--- config.mk ---
export PLATFORM = sky130hd
export DESIGN_NAME = two_party_session_slot_table
export DESIGN_NICKNAME = d
export VERILOG_FILES = /design/src/design/tpst_pkg.sv /design/src/design/two_party_session_slot_table.sv /design/src/design/tpst_useq.sv
export SDC_FILE = /design/constraint.sdc
export NUM_CORES = 1
export LEC_CHECK = 0
export BUFFER_PORTS_ARGS = -buffer_cell sky130_fd_sc_hd__buf_2
export CORE_MARGIN = 4
export CORE_UTILIZATION = 50
export CTS_CLUSTER_DIAMETER = 120
export CTS_CLUSTER_SIZE = 8
export DETAILED_ROUTE_END_ITERATION = 10
export PLACE_DENSITY_LB_ADDON = 0.1
export SLEW_MARGIN = 30
export SYNTH_ARGS = -nofsm -noshare
export SYNTH_HDL_FRONTEND = slang
export SYNTH_HIERARCHICAL = 1
export SYNTH_SLANG_ARGS = --single-unit
export TNS_END_PERCENT = 100
--- constraint.sdc ---
create_clock -name i_clk -period 3.6 [get_ports i_clk]
set_input_delay 0 -clock i_clk [delete_from_list [all_inputs] [get_ports i_clk]]
set_output_delay 0 -clock i_clk [all_outputs]
set_load 0.03 [all_outputs]
--- src/design/tpst_pkg.sv ---
// shared types, codes and the microcode table of the session slot table
// no dependencies
`timescale 1ns / 1ps

package tpst_pkg;

    localparam int NUM_SLOTS_DEF = 16;
    localparam int ID_BITS_DEF   = 16;
    localparam int PID_W         = 16;
    localparam int ID_EXT_W      = 32;
    localparam int CMD_W         = 3;
    localparam int IDX_OUT_W     = 4;
    localparam int STEP_W        = 3;

    typedef enum logic [CMD_W-1:0] {
        CMD_CREATE = 3'd0,
        CMD_JOIN   = 3'd1,
        CMD_ROLE   = 3'd2,
        CMD_FIND   = 3'd3,
        CMD_LEAVE  = 3'd4
    } t_cmd;

    typedef enum logic [1:0] {
        ST_EMPTY   = 2'd0,
        ST_WAITING = 2'd1,
        ST_FULL    = 2'd2
    } t_slot_st;

    typedef enum logic [2:0] {
        OP_NONE,
        OP_LOAD,
        OP_SCAN,
        OP_FAIL,
        OP_COMMIT,
        OP_EMIT
    } t_op;

    typedef enum logic [2:0] {
        C_NEVER,
        C_ALWAYS,
        C_NO_INPUT,
        C_UNKNOWN,
        C_HIT,
        C_SCAN_BUSY,
        C_OUT_BUSY
    } t_cond;

    typedef logic [STEP_W-1:0] t_step;

    localparam t_step STEP_WAIT   = 3'd0;
    localparam t_step STEP_DISP   = 3'd1;
    localparam t_step STEP_SCAN   = 3'd2;
    localparam t_step STEP_FAIL   = 3'd3;
    localparam t_step STEP_COMMIT = 3'd4;
    localparam t_step STEP_EMIT   = 3'd5;

    // hold wins over jump, jump wins over fall-through
    typedef struct packed {
        t_op   op;
        t_cond hold;
        t_cond jump;
        t_step target;
    } t_ctl;

    typedef struct packed {
        logic no_input;
        logic unknown;
        logic hit;
        logic scan_busy;
        logic out_busy;
    } t_flags;

    function automatic t_ctl ctl_rom(input t_step step);
        t_ctl w;
        w = '{op: OP_NONE, hold: C_NEVER, jump: C_ALWAYS, target: STEP_WAIT};
        case (step)
            STEP_WAIT:   w = '{op: OP_LOAD,   hold: C_NO_INPUT,  jump: C_NEVER,
                               target: STEP_WAIT};
            STEP_DISP:   w = '{op: OP_NONE,   hold: C_NEVER,     jump: C_UNKNOWN,
                               target: STEP_FAIL};
            STEP_SCAN:   w = '{op: OP_SCAN,   hold: C_SCAN_BUSY, jump: C_HIT,
                               target: STEP_COMMIT};
            STEP_FAIL:   w = '{op: OP_FAIL,   hold: C_NEVER,     jump: C_ALWAYS,
                               target: STEP_EMIT};
            STEP_COMMIT: w = '{op: OP_COMMIT, hold: C_NEVER,     jump: C_NEVER,
                               target: STEP_WAIT};
            STEP_EMIT:   w = '{op: OP_EMIT,   hold: C_OUT_BUSY,  jump: C_ALWAYS,
                               target: STEP_WAIT};
            default:     w = '{op: OP_NONE,   hold: C_NEVER,     jump: C_ALWAYS,
                               target: STEP_WAIT};
        endcase
        return w;
    endfunction

endpackage

--- src/design/two_party_session_slot_table.sv ---
// session slot table: top level with slot storage and scan datapath
// depends on tpst_pkg and tpst_useq
//
// usage
// - input channel: i_valid / o_stall carry one command word (i_command,
//   i_player_id); a word is taken when i_valid is high and o_stall low
// - output channel: o_valid / i_stall carry one result word per command
//   (o_success, o_slot_index, o_is_guest)
// - one command is worked at a time; o_stall is low only while the
//   sequencer waits for a new command
// - timing: an accepted command goes through the dispatch step, the scan
//   (one slot per cycle through the registered id memory read port), then
//   the commit step on a hit or the fail step otherwise, then the emit step;
//   an unknown command goes from dispatch straight to fail; the input frees
//   again once the emit step has loaded the output register
// - a new command may be taken while the previous result still sits in
//   the output register; the emit step then waits until that word leaves
// - receiver stall: the output word holds steady until taken
// - reset: synchronous, active low; all slots return to empty at once,
//   id memories keep stale data that empty slots never expose
`timescale 1ns / 1ps

module two_party_session_slot_table #(
    parameter int NUM_SLOTS = tpst_pkg::NUM_SLOTS_DEF,
    parameter int ID_BITS   = tpst_pkg::ID_BITS_DEF
) (
    input  logic                          i_clk,
    input  logic                          i_rst_n,
    input  logic                          i_valid,
    output logic                          o_stall,
    input  logic [tpst_pkg::CMD_W-1:0]    i_command,
    input  logic [tpst_pkg::PID_W-1:0]    i_player_id,
    output logic                          o_valid,
    input  logic                          i_stall,
    output logic                          o_success,
    output logic [tpst_pkg::IDX_OUT_W-1:0] o_slot_index,
    output logic                          o_is_guest
);
    import tpst_pkg::*;

    localparam int PTR_W = $clog2(NUM_SLOTS + 1);
    localparam int IDX_W = (NUM_SLOTS > 1) ? $clog2(NUM_SLOTS) : 1;

    // sequencer
    t_ctl   w_ctl;
    t_flags w_flags;

    // command latch
    logic [CMD_W-1:0]   r_cmd;
    logic [ID_BITS-1:0] r_id;
    logic [ID_EXT_W-1:0] w_pid_ext;

    // slot storage: status in flops (cleared by reset), ids in memories
    t_slot_st           r_status [NUM_SLOTS];
    logic [ID_BITS-1:0] r_owner_mem [NUM_SLOTS];
    logic [ID_BITS-1:0] r_guest_mem [NUM_SLOTS];

    // scan pointer and read stage
    logic [PTR_W-1:0]   r_ptr;
    logic [PTR_W-1:0]   n_ptr;
    logic [IDX_W-1:0]   w_rd_addr;
    logic               w_rd_en;
    logic               w_scan_adv;
    logic               r_q_vld;
    logic               n_q_vld;
    logic [IDX_W-1:0]   r_q_idx;
    t_slot_st           r_q_st;
    logic [ID_BITS-1:0] r_own_rd;
    logic [ID_BITS-1:0] r_gst_rd;

    // match logic
    logic w_own_hit;
    logic w_gst_hit;
    logic w_hit;
    logic w_end;
    logic w_is_match_cmd;

    // result and output registers
    logic                 r_res_ok;
    logic [IDX_OUT_W-1:0] r_res_idx;
    logic                 r_res_guest;
    logic [IDX_W+IDX_OUT_W-1:0] w_idx_wide;
    logic                 r_out_valid;
    logic                 n_out_valid;
    logic                 w_in_acc;
    logic                 w_out_acc;
    logic                 w_out_busy;
    logic                 w_emit;
    logic                 w_commit;

    tpst_useq u_useq (
        .i_clk   (i_clk),
        .i_rst_n (i_rst_n),
        .i_flags (w_flags),
        .o_ctl   (w_ctl)
    );

    // handshakes
    assign o_stall    = (w_ctl.op != OP_LOAD);
    assign w_in_acc   = i_valid && !o_stall;
    assign w_out_acc  = r_out_valid && !i_stall;
    assign w_out_busy = r_out_valid && i_stall;
    assign w_emit     = (w_ctl.op == OP_EMIT) && !w_out_busy;
    assign w_commit   = (w_ctl.op == OP_COMMIT);

    // only the low ID_BITS of the player id take part
    assign w_pid_ext = ID_EXT_W'(i_player_id);

    // slot test on the word read in the previous cycle
    assign w_own_hit = (r_q_st != ST_EMPTY) && (r_own_rd == r_id);
    assign w_gst_hit = (r_q_st == ST_FULL) && (r_gst_rd == r_id);
    assign w_is_match_cmd = (r_cmd == CMD_ROLE) || (r_cmd == CMD_FIND)
                         || (r_cmd == CMD_LEAVE);

    always_comb begin
        w_hit = 1'b0;
        if (r_q_vld) begin
            case (r_cmd)
                CMD_CREATE: w_hit = (r_q_st == ST_EMPTY);
                CMD_JOIN:   w_hit = (r_q_st == ST_WAITING);
                CMD_ROLE,
                CMD_FIND,
                CMD_LEAVE:  w_hit = w_own_hit || w_gst_hit;
                default:    w_hit = 1'b0;
            endcase
        end
    end

    // every slot issued and the last one tested
    assign w_end = !r_q_vld && (r_ptr == PTR_W'(NUM_SLOTS));

    assign w_flags = '{
        no_input:  !i_valid,
        unknown:   (r_cmd > CMD_LEAVE),
        hit:       w_hit,
        scan_busy: !w_hit && !w_end,
        out_busy:  w_out_busy
    };

    // scan issue: one slot address per cycle, frozen on a hit
    assign w_scan_adv = (w_ctl.op == OP_SCAN) && !w_hit;
    assign w_rd_en    = w_scan_adv && (r_ptr < PTR_W'(NUM_SLOTS));
    assign w_rd_addr  = r_ptr[IDX_W-1:0];

    always_comb begin
        n_ptr   = r_ptr;
        n_q_vld = r_q_vld;
        if (w_in_acc) begin
            n_ptr   = '0;
            n_q_vld = 1'b0;
        end else if (w_scan_adv) begin
            n_q_vld = w_rd_en;
            if (w_rd_en) begin
                n_ptr = r_ptr + PTR_W'(1);
            end
        end
    end

    always_comb begin
        n_out_valid = r_out_valid && !w_out_acc;
        if (w_emit) begin
            n_out_valid = 1'b1;
        end
    end

    // control registers
    always_ff @(posedge i_clk) begin
        if (!i_rst_n) begin
            r_ptr       <= '0;
            r_q_vld     <= 1'b0;
            r_out_valid <= 1'b0;
        end else begin
            r_ptr       <= n_ptr;
            r_q_vld     <= n_q_vld;
            r_out_valid <= n_out_valid;
        end
    end

    // slot status: all empty at reset, updated at commit
    always_ff @(posedge i_clk) begin
        if (!i_rst_n) begin
            for (int s = 0; s < NUM_SLOTS; s++) begin
                r_status[s] <= ST_EMPTY;
            end
        end else if (w_commit) begin
            case (r_cmd)
                CMD_CREATE: r_status[r_q_idx] <= ST_WAITING;
                CMD_JOIN:   r_status[r_q_idx] <= ST_FULL;
                CMD_LEAVE:  r_status[r_q_idx] <= ST_EMPTY;
                default:    r_status[r_q_idx] <= r_q_st;
            endcase
        end
    end

    // id memories: one write port, one registered read port each
    always_ff @(posedge i_clk) begin
        if (w_commit && (r_cmd == CMD_CREATE)) begin
            r_owner_mem[r_q_idx] <= r_id;
        end
        if (w_rd_en) begin
            r_own_rd <= r_owner_mem[w_rd_addr];
        end
    end

    always_ff @(posedge i_clk) begin
        if (w_commit && (r_cmd == CMD_JOIN)) begin
            r_guest_mem[r_q_idx] <= r_id;
        end
        if (w_rd_en) begin
            r_gst_rd <= r_guest_mem[w_rd_addr];
        end
    end

    // command latch and read stage payload
    always_ff @(posedge i_clk) begin
        if (w_in_acc) begin
            r_cmd <= i_command;
            r_id  <= w_pid_ext[ID_BITS-1:0];
        end
        if (w_rd_en) begin
            r_q_idx <= w_rd_addr;
            r_q_st  <= r_status[w_rd_addr];
        end
    end

    // reported index keeps its low four bits
    assign w_idx_wide = {{IDX_OUT_W{1'b0}}, r_q_idx};

    always_ff @(posedge i_clk) begin
        if (w_ctl.op == OP_FAIL) begin
            r_res_ok    <= 1'b0;
            r_res_idx   <= '0;
            r_res_guest <= 1'b0;
        end else if (w_commit) begin
            r_res_ok    <= 1'b1;
            r_res_idx   <= w_idx_wide[IDX_OUT_W-1:0];
            // guest flag only for find with role, and only when the owner missed
            r_res_guest <= w_is_match_cmd && (r_cmd == CMD_ROLE) && !w_own_hit;
        end
    end

    // output word register
    always_ff @(posedge i_clk) begin
        if (w_emit) begin
            o_success    <= r_res_ok;
            o_slot_index <= r_res_idx;
            o_is_guest   <= r_res_guest;
        end
    end

    assign o_valid = r_out_valid;

endmodule

--- src/design/tpst_useq.sv ---
// microcode sequencer: step counter, control table lookup, jump logic
// depends on tpst_pkg
`timescale 1ns / 1ps

module tpst_useq (
    input  logic            i_clk,
    input  logic            i_rst_n,
    input  tpst_pkg::t_flags i_flags,
    output tpst_pkg::t_ctl   o_ctl
);
    import tpst_pkg::*;

    t_step r_step;
    t_step n_step;
    t_ctl  w_ctl;

    function automatic logic cond_true(input t_cond c, input t_flags f);
        logic v;
        v = 1'b0;
        case (c)
            C_NEVER:     v = 1'b0;
            C_ALWAYS:    v = 1'b1;
            C_NO_INPUT:  v = f.no_input;
            C_UNKNOWN:   v = f.unknown;
            C_HIT:       v = f.hit;
            C_SCAN_BUSY: v = f.scan_busy;
            C_OUT_BUSY:  v = f.out_busy;
            default:     v = 1'b0;
        endcase
        return v;
    endfunction

    assign w_ctl = ctl_rom(r_step);
    assign o_ctl = w_ctl;

    always_comb begin
        if (cond_true(w_ctl.hold, i_flags)) begin
            n_step = r_step;
        end else if (cond_true(w_ctl.jump, i_flags)) begin
            n_step = w_ctl.target;
        end else begin
            n_step = r_step + t_step'(1);
        end
    end

    always_ff @(posedge i_clk) begin
        if (!i_rst_n) begin
            r_step <= STEP_WAIT;
        end else begin
            r_step <= n_step;
        end
    end

endmodule

==> After elaboration in Yosys (flattened, before gate mapping) <==
Memory sizes are Yosys's and may differ from the RTL's. A register that Yosys moved wholly into a read port is not among the register bits.
Index checks and enable logic that the tools add are counted.
W data, S select, Z words.
{ "classes": {"addsub": 2, "magnitude_cmp": 2, "eq_ne": 31, "mux": 35, "bitwise": 4, "reduce_logical": 36} }
{ "op_table": {"columns": ["cell", "count"], "rows": [
  ["$pmux W12 S6", 1],
  ["$eq A3 B3 Y1 const B", 11],
  ["$eq A16 B16 Y1", 2],
  ["$eq A3 B2 Y1 const B", 10],
  ["$mux W1", 25],
  ["$logic_and A1 B1 Y1", 15],
  ["$eq A3 B1 Y1 const B", 4],
  ["$pmux W1 S6", 2],
  ["$logic_not A1 Y1", 9],
  ["$mux W2", 4],
  ["$logic_not A3 Y1", 2],
  ["$reduce_or A3 Y1", 2],
  ["$add A5 B1 Y5 const B", 1],
  ["$eq A5 B5 Y1 const B", 1],
  ["$lt A5 B5 Y1 const B", 1],
  ["$mux W4", 1],
  ["$reduce_or A2 Y1", 2],
  ["$add A3 B1 Y3 const B", 1],
  ["$gt A3 B3 Y1 const B", 1],
  ["$logic_or A1 B1 Y1", 3],
  ["$mux W3", 1],
  ["$ne A3 B1 Y1 const B", 1],
  ["$or A1 B1 Y1", 3],
  ["$pmux W1 S3", 1],
  ["6 further kinds", 6]
]} }
{ "word_totals": {"register_bits": 45, "ram_bits": 544, "out_inout_bits": 8, "word_cells": 126, "n_memories": 3} }
{ "memory_table": {"columns": ["memory", "words", "word_bits", "read_ports", "rd_clocked_by_memory_dff", "write_ports", "line", "text"], "rows": [
  ["r_guest_mem", 16, 16, 1, 1, 1, "two_party_session_slot_table.sv:56", "logic [ID_BITS-1:0] r_guest_mem [NUM_SLOTS];"],
  ["r_owner_mem", 16, 16, 1, 1, 1, "two_party_session_slot_table.sv:55", "logic [ID_BITS-1:0] r_owner_mem [NUM_SLOTS];"],
  ["r_status", 16, 2, 1, 1, 16, "two_party_session_slot_table.sv:54", "t_slot_st r_status [NUM_SLOTS];"]
]} }

==> Logic depth before layout (Yosys ltp) <==
Gate-level depths: netlist (run 1).
{ "depth": {"depth_word": 11, "mapped_depth": 12} }

==> Cells and area by module <==
Netlist (run 1), hierarchy kept.
{ "modules_own_cells": {"columns": ["module", "n_inst", "cells_per_inst", "area_each_um2", "seq_area_each_um2"], "rows": [
  ["two_party_session_slot_table", 1, 1098, 24544.8, 18487.7],
  ["tpst_useq", 1, 63, 457.9, 60.1]
]} }

==> Least setup slack after synthesis (run 1) <==
Ideal clock, no wire load.
{ "synth_path": {"path_kind": "reg-to-reg", "startpoint": "register u_useq.r_step[1]", "endpoint": "register r_ptr[2]", "setup_ps": 116, "t_arrival_ps": 3168, "required_ps": 3484, "path_slack_ps": 316, "path_stages_with_launch": 12, "period_less_slack_ps": 3284, "cell_sequence": "dfxtp_1 > inv_1 > ha_1 > nor2_1 > o21ai_0 > or3b_1 > nor2_1 > nor2b_1 > clkbuf_1 > nand2_1 > a41oi_1 > a31o_1"} }
{ "synth_rtl": {"columns": ["item", "line", "text"], "rows": [
  ["start: declaration", "tpst_useq.sv:13", "t_step r_step;"],
  ["start signal: assignment", "tpst_useq.sv:50", "r_step <= n_step;"],
  ["end signal: assignment", "two_party_session_slot_table.sv:173", "r_ptr <= n_ptr;"],
  ["end: declaration", "two_party_session_slot_table.sv:59", "logic [PTR_W-1:0] r_ptr;"]
]} }

==> qor.csv, run 1 <==
metric;value;unit
largest net degree at the start of global routing;56;
Area Overhead vs Synth;15.2;%
clock sink total;623;
# setup viols final;0;
drt initial violations;1002;
Final ANT Viol Nets;0;
Via-to-Cell Ratio;5.96;
CTS resizes;0;
Clock Power Share;39.5;%
Yosys warnings;6;
Worst Path Required;4.07;ns
drt first pass iters;6;
Design Power;18.3;mW
P_int;14.0;mW
vias in the first global route;12300;
CP arrival;3.73;ns
DRT Wirelength;56800;µm
core area;49200;µm²
Inserted Clock Buffers;87;
hold slack;0.0392;ns
dpl hpwl;31800;µm
Starting Density;50.8;%
Worst slew margin;48.3;%
drt drc;0;
Die Area;53600;µm²
synthesized net count;1185;
Avg WL per Cell;28.4;µm
Ant. Diodes;0;
Avg Cell Area, Syn;21.6;µm²
CP endpoint kind;flop;
Hold Crit Class;in -> reg;
CTS Buffer Depth;3;
routability cong.;0.800;
CTS tree;built;
nets;1341;
Critical Path Source Type;flop;
worst slew pin tran;0.775;ns
period utilization;90.4;%
synthesized area;25000;µm²
Fin Setup TNS;0;ns
sw frac;23.7;%
Fill cells;3536;
root buffer cell;clkbuf_16;
Flop pwr share;48.9;%
status;complete, no violations;
DIE WIDTH;231;µm
num ports;31;
RSZ-0062 raised after global routing;no;
antenna violations before repair;1;
Pleak;9.25;nW
final hold vios;0;
worst vdd ir;0.000527;V
Tmin final;3.26;ns
gr usage total;21.7;%
Cells after Synth;1154;
Switch Pwr;4.35;mW
DP Area;26200;µm²
Max Clk Rate;307;MHz
Combinational Power Share;11.6;%
PortBufs;30;
via count;11900;
Design Area, Final;28800;µm²
Slew Viols, Final;0;
share of post-route cells with drive strength above 1;23.9;%
Max Cap Viol;0;
Pwr per Cell Area;638;nW/µm²
Worst-Skew Late Latency;0.62;ns
Die H;231;µm
# rows;81;
first-pass GRT wire length;83500;µm
grt total ovfl;0;
crit path kind;reg -> reg;
Clock Pin Slew Worst Setup and Hold Paths;0.05;ns
skew final;0.0256;ns
worst-path maximum fanout;18;
htree depth;3;
==> worst max-delay path, cell delays in order, from the launching register on <==
cell,delay (ns)
edfxtp_1,0.64
xor2_1,0.23
nor4_1,0.65
nand3_1,0.24
nand4bb_4,0.32
nand2_1,0.20
a41oi_1,0.09
nor3b_1,0.30
a211oi_1,0.12
o2111ai_1,0.21
a31oi_1,0.11
==> metrics by stage <==
step / instances / worst slack, ns / util, %
2_1_floorplan: 1154 / 0.339 / -
3_3_place_gp: 1863 / 0.549 / 53.2
3_5_place_dp: 1863 / 0.465 / 53.2
4_1_cts: 1997 / 0.431 / 58.5
5_1_grt: 1997 / 0.156 / 58.5
6_report: 1997 / 0.345 / 58.5
==> final timing paths <==
check | depth (start not counted) | end | slack (ns) | startpoint
min reg2reg | 0 | o_slot_index[2] | 0.46 | r_res_idx[2]
max reg2reg | 10 | u_useq/r_step[0] | 0.34 | r_id[0]
min | 5 | r_q_vld | 0.04 | i_valid
max | 10 | u_useq/r_step[0] | 0.34 | r_id[0]
==> power groups by stage <==
stage	registers [mW]	logic [mW]	clock network, mW
floorplan	9.15	1.31	0
global placement	9.08	2.09	0
detailed placement	9.10	2.12	0
CTS	8.96	2.14	7.39
global route	8.99	2.30	7.75
finish	8.96	2.13	7.24
==> placed cells by master, fill, tap and decap left out, types with 7 or more instances in the layout <==
| cell type | n |
|---|---|
| nor2_2 | 34 |
| ha_1 | 8 |
| nand2b_1 | 11 |
| mux4_2 | 76 |
| buf_4 | 68 |
| o21ai_0 | 8 |
| xnor2_1 | 12 |
| clkbuf_16 | 91 |
| buf_2 | 30 |
| xor2_1 | 21 |
| dfxtp_1 | 12 |
| dlygate4sd3_1 | 22 |
| mux4_1 | 94 |
| nor2b_1 | 9 |
| buf_12 | 7 |
| edfxtp_1 | 607 |
| clkbuf_1 | 18 |
| nand2_1 | 46 |
| nor2_1 | 56 |
| inv_1 | 12 |
| nand3_1 | 18 |
==> sequential cells by signal, summed over array words and instances, names as in the netlist <==
register       flops
o_is_guest         1
o_slot_index       4
o_success          1
o_valid            1
r_cmd              3
r_gst_rd          16
r_guest_mem      256
r_id              16
r_own_rd          16
r_owner_mem      256
r_ptr              5
r_q_idx            4
r_q_st             2
r_q_vld            1
r_res_guest        1
r_res_idx          4
r_res_ok           1
r_status          32
u_useq/r_step      3
==> timing repair <==
action,in CTS,in global routing
endpoints found under the setup margin,0,0
hold buffers,22,0
hold endpoints to repair,61,0
setup buffers,0,0
==> routing by layer <==
metal,vias up,part of all wire [%],wire [µm],GRT usage [%]
met5,-,0,0,0
met4,0,2.7,1510,7.18
met3,84,6.7,3780,4.35
met2,431,47,27000,34.0
met1,6263,43,24500,30.9
li1,5115,-,-,-
==> final cells by class <==
class,instances,area (µm²),area share (%)
clock buffer,109,2340,8.15
clock inverter,3,26.3,0.0914
inverter,12,45.0,0.157
multi-input combinational,459,5930,20.6
sequential,623,18600,64.5
tap,664,831,2.89
timing repair buffer,127,1020,3.55
(Power assumes the default switching activity.)
==> inputs of run 2 (changes only) <==
GPL_TIMING_DRIVEN = 0   (was default)
==> qor.csv, run 2 (synthesis gave the netlist of run 1 again) <==
metric;value;unit;change
# setup viols final;0;;unchanged
Hold Path End;r_id[14];;
status;complete, no violations;;
# rows;81;;unchanged
Avg WL per Cell;28.0;µm;-1.5%
family with the most delay on the worst path;simple AND/OR/NAND/NOR gates;;
CP endpoint kind;flop;;
DP Area;27100;µm²;+3.6%
Ant. Diodes;0;;unchanged
worst setup margin;0.212;ns;-0.132 ns
Critical path buffers and inverters;0;;unchanged
CTS Buffer Depth;3;;unchanged
routability cong.;0.839;;+4.8%
commonest non-fill, non-tap cell in the layout;edfxtp_1;;
vias in the first global route;12600;;+2.2%
htree depth;3;;unchanged
Core Util, Final;60.6;%;+2.1 points
Pwr per Cell Area;623;nW/µm²;-2.3%
Flop pwr share;48.1;%;-0.8 points
Max Clk Rate;295;MHz;-3.9%
period utilization;94.1;%;+3.7 points
core area;49200;µm²;unchanged
worst-path cell chain;xnor2_1, nand4_1, nor4_2, a21oi_1, nand2_1, a41oi_1, nor3b_1, a211oi_1, o2111ai_1, a31oi_1;;
biggest regs;r_guest_mem (256), r_owner_mem (256), r_status (32);;
Design Area, Final;29800;µm²;+3.7%
most frequent cells in the layout;edfxtp_1, mux4_1, clkbuf_16, mux4_2, nor2_1;;
share of post-route cells with drive strength above 1;24.3;%;+0.49 points
Clock Pin Slew Worst Setup and Hold Paths;0.05;ns;about the same
Die Area;53600;µm²;unchanged
Worst Path Required;4.08;ns;about the same
Tmin final;3.39;ns;+0.132 ns
Worst slew margin;38.5;%;-9.8 points
area of the multi-input gates;6100;µm²;+2.9%
final hold vios;0;;unchanged
num ports;31;;unchanged
largest net degree at the start of global routing;43;;-23%
RSZ-0062 raised after global routing;no;;
drt first pass iters;5;;-1
hold path start;i_player_id[14];;
dpl hpwl;37200;µm;+17%
DRT Wirelength;57000;µm;+0.38%
hold slack;0.0891;ns;+0.0499 ns
gr usage total;21.9;%;+0.23 points
Critical-path top delay cell;edfxtp_1;;
Hold Crit Class;in -> reg;;
worst slew pin tran;0.922;ns;+0.147 ns
CTS tree;built;;
Clock Power Share;38.7;%;-0.8 points
root buffer cell;clkbuf_16;;
P_int;14.0;mW;+0.36%
pre-CTS WS;-0.00407;ns;-0.469 ns
antenna violations before repair;1;;unchanged
worst vdd ir;0.000445;V;-15%
Die H;231;µm;unchanged
Worst-Skew Late Latency;0.62;ns;about the same
clock sink total;623;;unchanged
hold path cells;2;;-3
Final ANT Viol Nets;0;;unchanged
drt drc;0;;unchanged
drt initial violations;1378;;+38%
worst-path maximum fanout;18;;unchanged
Reg-to-Reg End;u_useq/r_step[0];;
via count;12200;;+2.7%
cell count after placement;1896;;+1.8%
PortBufs;30;;unchanged
r2r worst-path depth;10;;unchanged
fin cells;2036;;+2.0%
Slew Viols, Final;0;;unchanged
Area Overhead vs Synth;19.4;%;
Switch Pwr;4.53;mW;+4.2%
nets;1382;;+3.1%
Critical Path Source Type;flop;;
Max Cap Viol;0;;unchanged
FF+latch area;18500;µm²;about the same
slowest stage delay, CP;0.67;ns;+0.02 ns
Critical R2R Launch;r_id[14];;
first-pass GRT wire length;84200;µm;+0.89%
DIE WIDTH;231;µm;unchanged
CP arrival;3.87;ns;+0.14 ns
Fill cells;3403;;-3.8%
Starting Density;50.8;%;unchanged
crit path kind;reg -> reg;;
Inserted Clock Buffers;87;;unchanged
skew final;0.0234;ns;-0.00216 ns
grt total ovfl;0;;unchanged
Via-to-Cell Ratio;6.00;;+0.69%
Pleak;9.56;nW;+3.4%
sw frac;24.4;%;+0.68 points
FF-to-FF setup slack;0.21;ns;-0.13 ns
Combinational Power Share;13.2;%;+1.6 points
-- run 2: cell count changes in the layout (fill, tap and decap cells not counted), sizes merged --
cell | before | now
buf | 105 | 115
clkbuf | 109 | 135
clkinv | 0 | 1
inv | 15 | 17
-- run 2: layout make-up --
| class | count | share of cell area [%] |
|---|---|---|
| buffer | 60 | 1.80 |
| clock buffer | 104 | 7.59 |
| clock inverter | 6 | 0.285 |
| inverter | 12 | 0.151 |
| multi-input combinational | 459 | 20.5 |
| sequential | 623 | 62.2 |
| tap | 664 | 2.79 |
| timing repair buffer | 108 | 4.70 |
-- run 2: metrics by stage --
stage / setup TNS (ns) / power [mW]
final: 0 / 18.6
after global routing: 0 / 19.3
after CTS: 0 / 18.7
after detailed placement: -0.00407 / 11.5
after global placement: -168.27 / 11.2
after floorplan: 0 / 10.5
-- run 2: per-layer routing --
layer,GRT usage [%],vias to the layer above,share of wire [%]
li1,-,5207,-
met1,32.5,6430,44
met5,0,-,0
met3,4.62,102,6.7
met4,5.92,0,2.4
met2,33.5,470,47
-- run 2: what timing repair did --
action	CTS	global route
buffers inserted	0	6
endpoints found under the setup margin	1	109
pin swaps	0	3
endpoints found under the hold margin	30	0
gates resized for setup	1	2
hold buffers	22	0
-- run 2: how the worst max path moves through the flow --
stage                     startpoint                 to  slack, ns  cells past startpoint
floorplan           u_useq/r_step[1]           r_ptr[2]       0.34                     11
global placement    u_useq/r_step[1]           r_ptr[2]      -0.61                     11
detailed placement          r_id[14]   u_useq/r_step[0]     -0.004                     10
CTS                 u_useq/r_step[1]  r_guest_mem[9][4]       0.07                      8
global route        u_useq/r_step[1]  r_owner_mem[6][7]      0.005                      9
finish                      r_id[14]   u_useq/r_step[0]       0.21                     10
-- run 2: power by group through the flow --
| stage | combinational [mW] | sequential (mW) | clock [mW] |
|---|---|---|---|
| 2_1_floorplan | 1.31 | 9.15 | 0 |
| 3_3_place_gp | 1.80 | 9.42 | 0 |
| 3_5_place_dp | 2.37 | 9.12 | 0 |
| 4_1_cts | 2.39 | 8.99 | 7.33 |
| 5_1_grt | 2.63 | 8.95 | 7.68 |
| 6_report | 2.46 | 8.93 | 7.18 |
==> inputs of run 3 (changes only) <==
==> constraint.sdc (replaced) <==
create_clock -name i_clk -period 3.6 [get_ports i_clk]
set_input_delay 0.72 -clock i_clk [delete_from_list [all_inputs] [get_ports i_clk]]
set_output_delay 0.72 -clock i_clk [all_outputs]
set_load 0.03 [all_outputs]
==> qor.csv, run 3 (synthesis gave the netlist of run 1 again) <==
metric;value;unit;change
status;complete, no violations;;
pre-CTS WS;-0.00407;ns;unchanged
num ports;31;;unchanged
Clock Power Share;38.7;%;about the same
Via-to-Cell Ratio;6.00;;about the same
Fin Setup TNS;0;ns;unchanged
Switch Pwr;4.53;mW;about the same
Worst Path Required;4.09;ns;about the same
Critical Path Source Type;flop;;
drt drc;0;;unchanged
root buffer cell;clkbuf_16;;
Flop pwr share;48.2;%;about the same
Area Overhead vs Synth;18.5;%;
Design Power;18.5;mW;-0.11%
worst vdd ir;0.000443;V;-0.46%
Max Cap Viol;0;;unchanged
hold slack;0.278;ns;+0.189 ns
DP Area;27100;µm²;unchanged
Starting Density;50.8;%;unchanged
commonest non-fill, non-tap cell in the layout;edfxtp_1;;
worst slew pin tran;0.916;ns;-0.00634 ns
Critical R2R Launch;r_id[5];;
hold path start;i_player_id[5];;
Design Area, Final;29600;µm²;-0.76%
most frequent cells in the layout;edfxtp_1, mux4_1, clkbuf_16, mux4_2, nor2_1;;
largest net degree at the start of global routing;43;;unchanged
Die H;231;µm;unchanged
P_int;14.0;mW;-0.14%
drt initial violations;1395;;+1.2%
biggest regs;r_guest_mem (256), r_owner_mem (256), r_status (32);;
routability cong.;0.839;;unchanged
Slew Viols, Final;0;;unchanged
via count;12100;;-1.1%
grt total ovfl;0;;unchanged
Tmin final;3.42;ns;+0.0365 ns
Combinational Power Share;13.1;%;about the same
skew final;0.0234;ns;-0.0000437 ns
Hold Crit Class;in -> reg;;
DIE WIDTH;231;µm;unchanged
worst-path maximum fanout;18;;unchanged
period utilization;95.1;%;+1.0 points
CP endpoint kind;flop;;
RSZ-0062 raised after global routing;no;;
Hold Path End;r_id[5];;
nets;1359;;-1.7%
htree depth;3;;unchanged
Max Clk Rate;292;MHz;-1.1%
FF-to-FF setup slack;0.18;ns;-0.04 ns
PortBufs;30;;unchanged
Reg-to-Reg End;u_useq/r_step[0];;
Worst-Skew Late Latency;0.62;ns;about the same
Die Area;53600;µm²;unchanged
FF+latch area;18500;µm²;unchanged
# setup viols final;0;;unchanged
r2r worst-path depth;11;;+1
CP arrival;3.91;ns;+0.04 ns
# rows;81;;unchanged
CTS Buffer Depth;3;;unchanged
final hold vios;0;;unchanged
crit path kind;reg -> reg;;
hold path cells;1;;-1
sw frac;24.4;%;about the same
Pwr per Cell Area;627;nW/µm²;+0.66%
gr usage total;21.7;%;-0.15 points
Fill cells;3428;;+0.73%
first-pass GRT wire length;83600;µm;-0.75%
share of post-route cells with drive strength above 1;24.7;%;+0.34 points
vias in the first global route;12400;;-1.2%
antenna violations before repair;1;;unchanged
DRT Wirelength;56700;µm;-0.65%
Final ANT Viol Nets;0;;unchanged
core area;49200;µm²;unchanged
clock sink total;623;;unchanged
Pleak;9.47;nW;-1.0%
drt first pass iters;5;;unchanged
Ant. Diodes;0;;unchanged
Inserted Clock Buffers;87;;unchanged
Worst slew margin;38.9;%;+0.42 points
Avg WL per Cell;28.1;µm;+0.48%
worst setup margin;0.176;ns;-0.0365 ns
area of the multi-input gates;6100;µm²;unchanged
dpl hpwl;37200;µm;unchanged
CTS tree;built;;
Clock Pin Slew Worst Setup and Hold Paths;0.05;ns;about the same
## run 3: how the worst max path moves through the flow
stage,start,end,slack (ns)
after floorplan,u_useq/r_step[1],r_ptr[2],0.34
after global placement,u_useq/r_step[1],r_ptr[2],-0.61
after detailed placement,r_id[14],u_useq/r_step[0],-0.004
after CTS,u_useq/r_step[1],r_guest_mem[9][4],0.07
after global routing,r_id[5],u_useq/r_step[0],0.002
final,r_id[5],u_useq/r_step[0],0.18
## run 3: per-stage QoR
stage               std cells  utilization (%)
floorplan                1154                -
global placement         1848             52.8
detailed placement       1896             55.2
CTS                      2006             59.9
global route             2013             60.2
finish                   2013             60.2
## run 3: routing by layer
| layer | vias to the layer above | wire, µm | track usage [%] |
|---|---|---|---|
| li1 | 5167 | - | - |
| met5 | - | 0 | 0 |
| met1 | 6351 | 25000 | 32.4 |
| met2 | 458 | 26400 | 33.1 |
| met4 | 0 | 1290 | 5.92 |
| met3 | 93 | 3950 | 4.62 |
## run 3: layout make-up
cell class                 count  share of cell area, %
buffer                        60                   1.81
clock buffer                 104                   7.65
clock inverter                 6                  0.288
inverter                      12                  0.152
multi-input combinational    459                   20.6
sequential                   623                   62.7
tap                          664                   2.81
timing repair buffer          85                   3.96
## run 3: timing repair
item / in CTS / in global routing
setup buffers: 0 / 5
gates cloned: 0 / 0
gates resized for setup: 1 / 2
endpoints found under the hold margin: 0 / 0
pin swaps: 0 / 3
setup endpoints to repair: 1 / 109
hold buffers: 0 / 0
## run 3: critical path: stages (launching register included)
cell,delay [ns]
edfxtp_1,0.73
buf_6,0.27
xnor2_1,0.14
nand4_1,0.27
nor4_2,0.52
a21oi_1,0.24
nand2_1,0.21
a41oi_1,0.11
nor3b_1,0.33
a211oi_1,0.10
o2111ai_1,0.22
a31oi_1,0.10
## run 3: power groups by stage
stage	clock network, mW	logic, mW	registers [mW]
global placement	0	1.80	9.42
CTS	7.33	2.38	8.99
floorplan	0	1.31	9.15
global route	7.68	2.59	8.97
detailed placement	0	2.37	9.12
finish	7.18	2.42	8.94
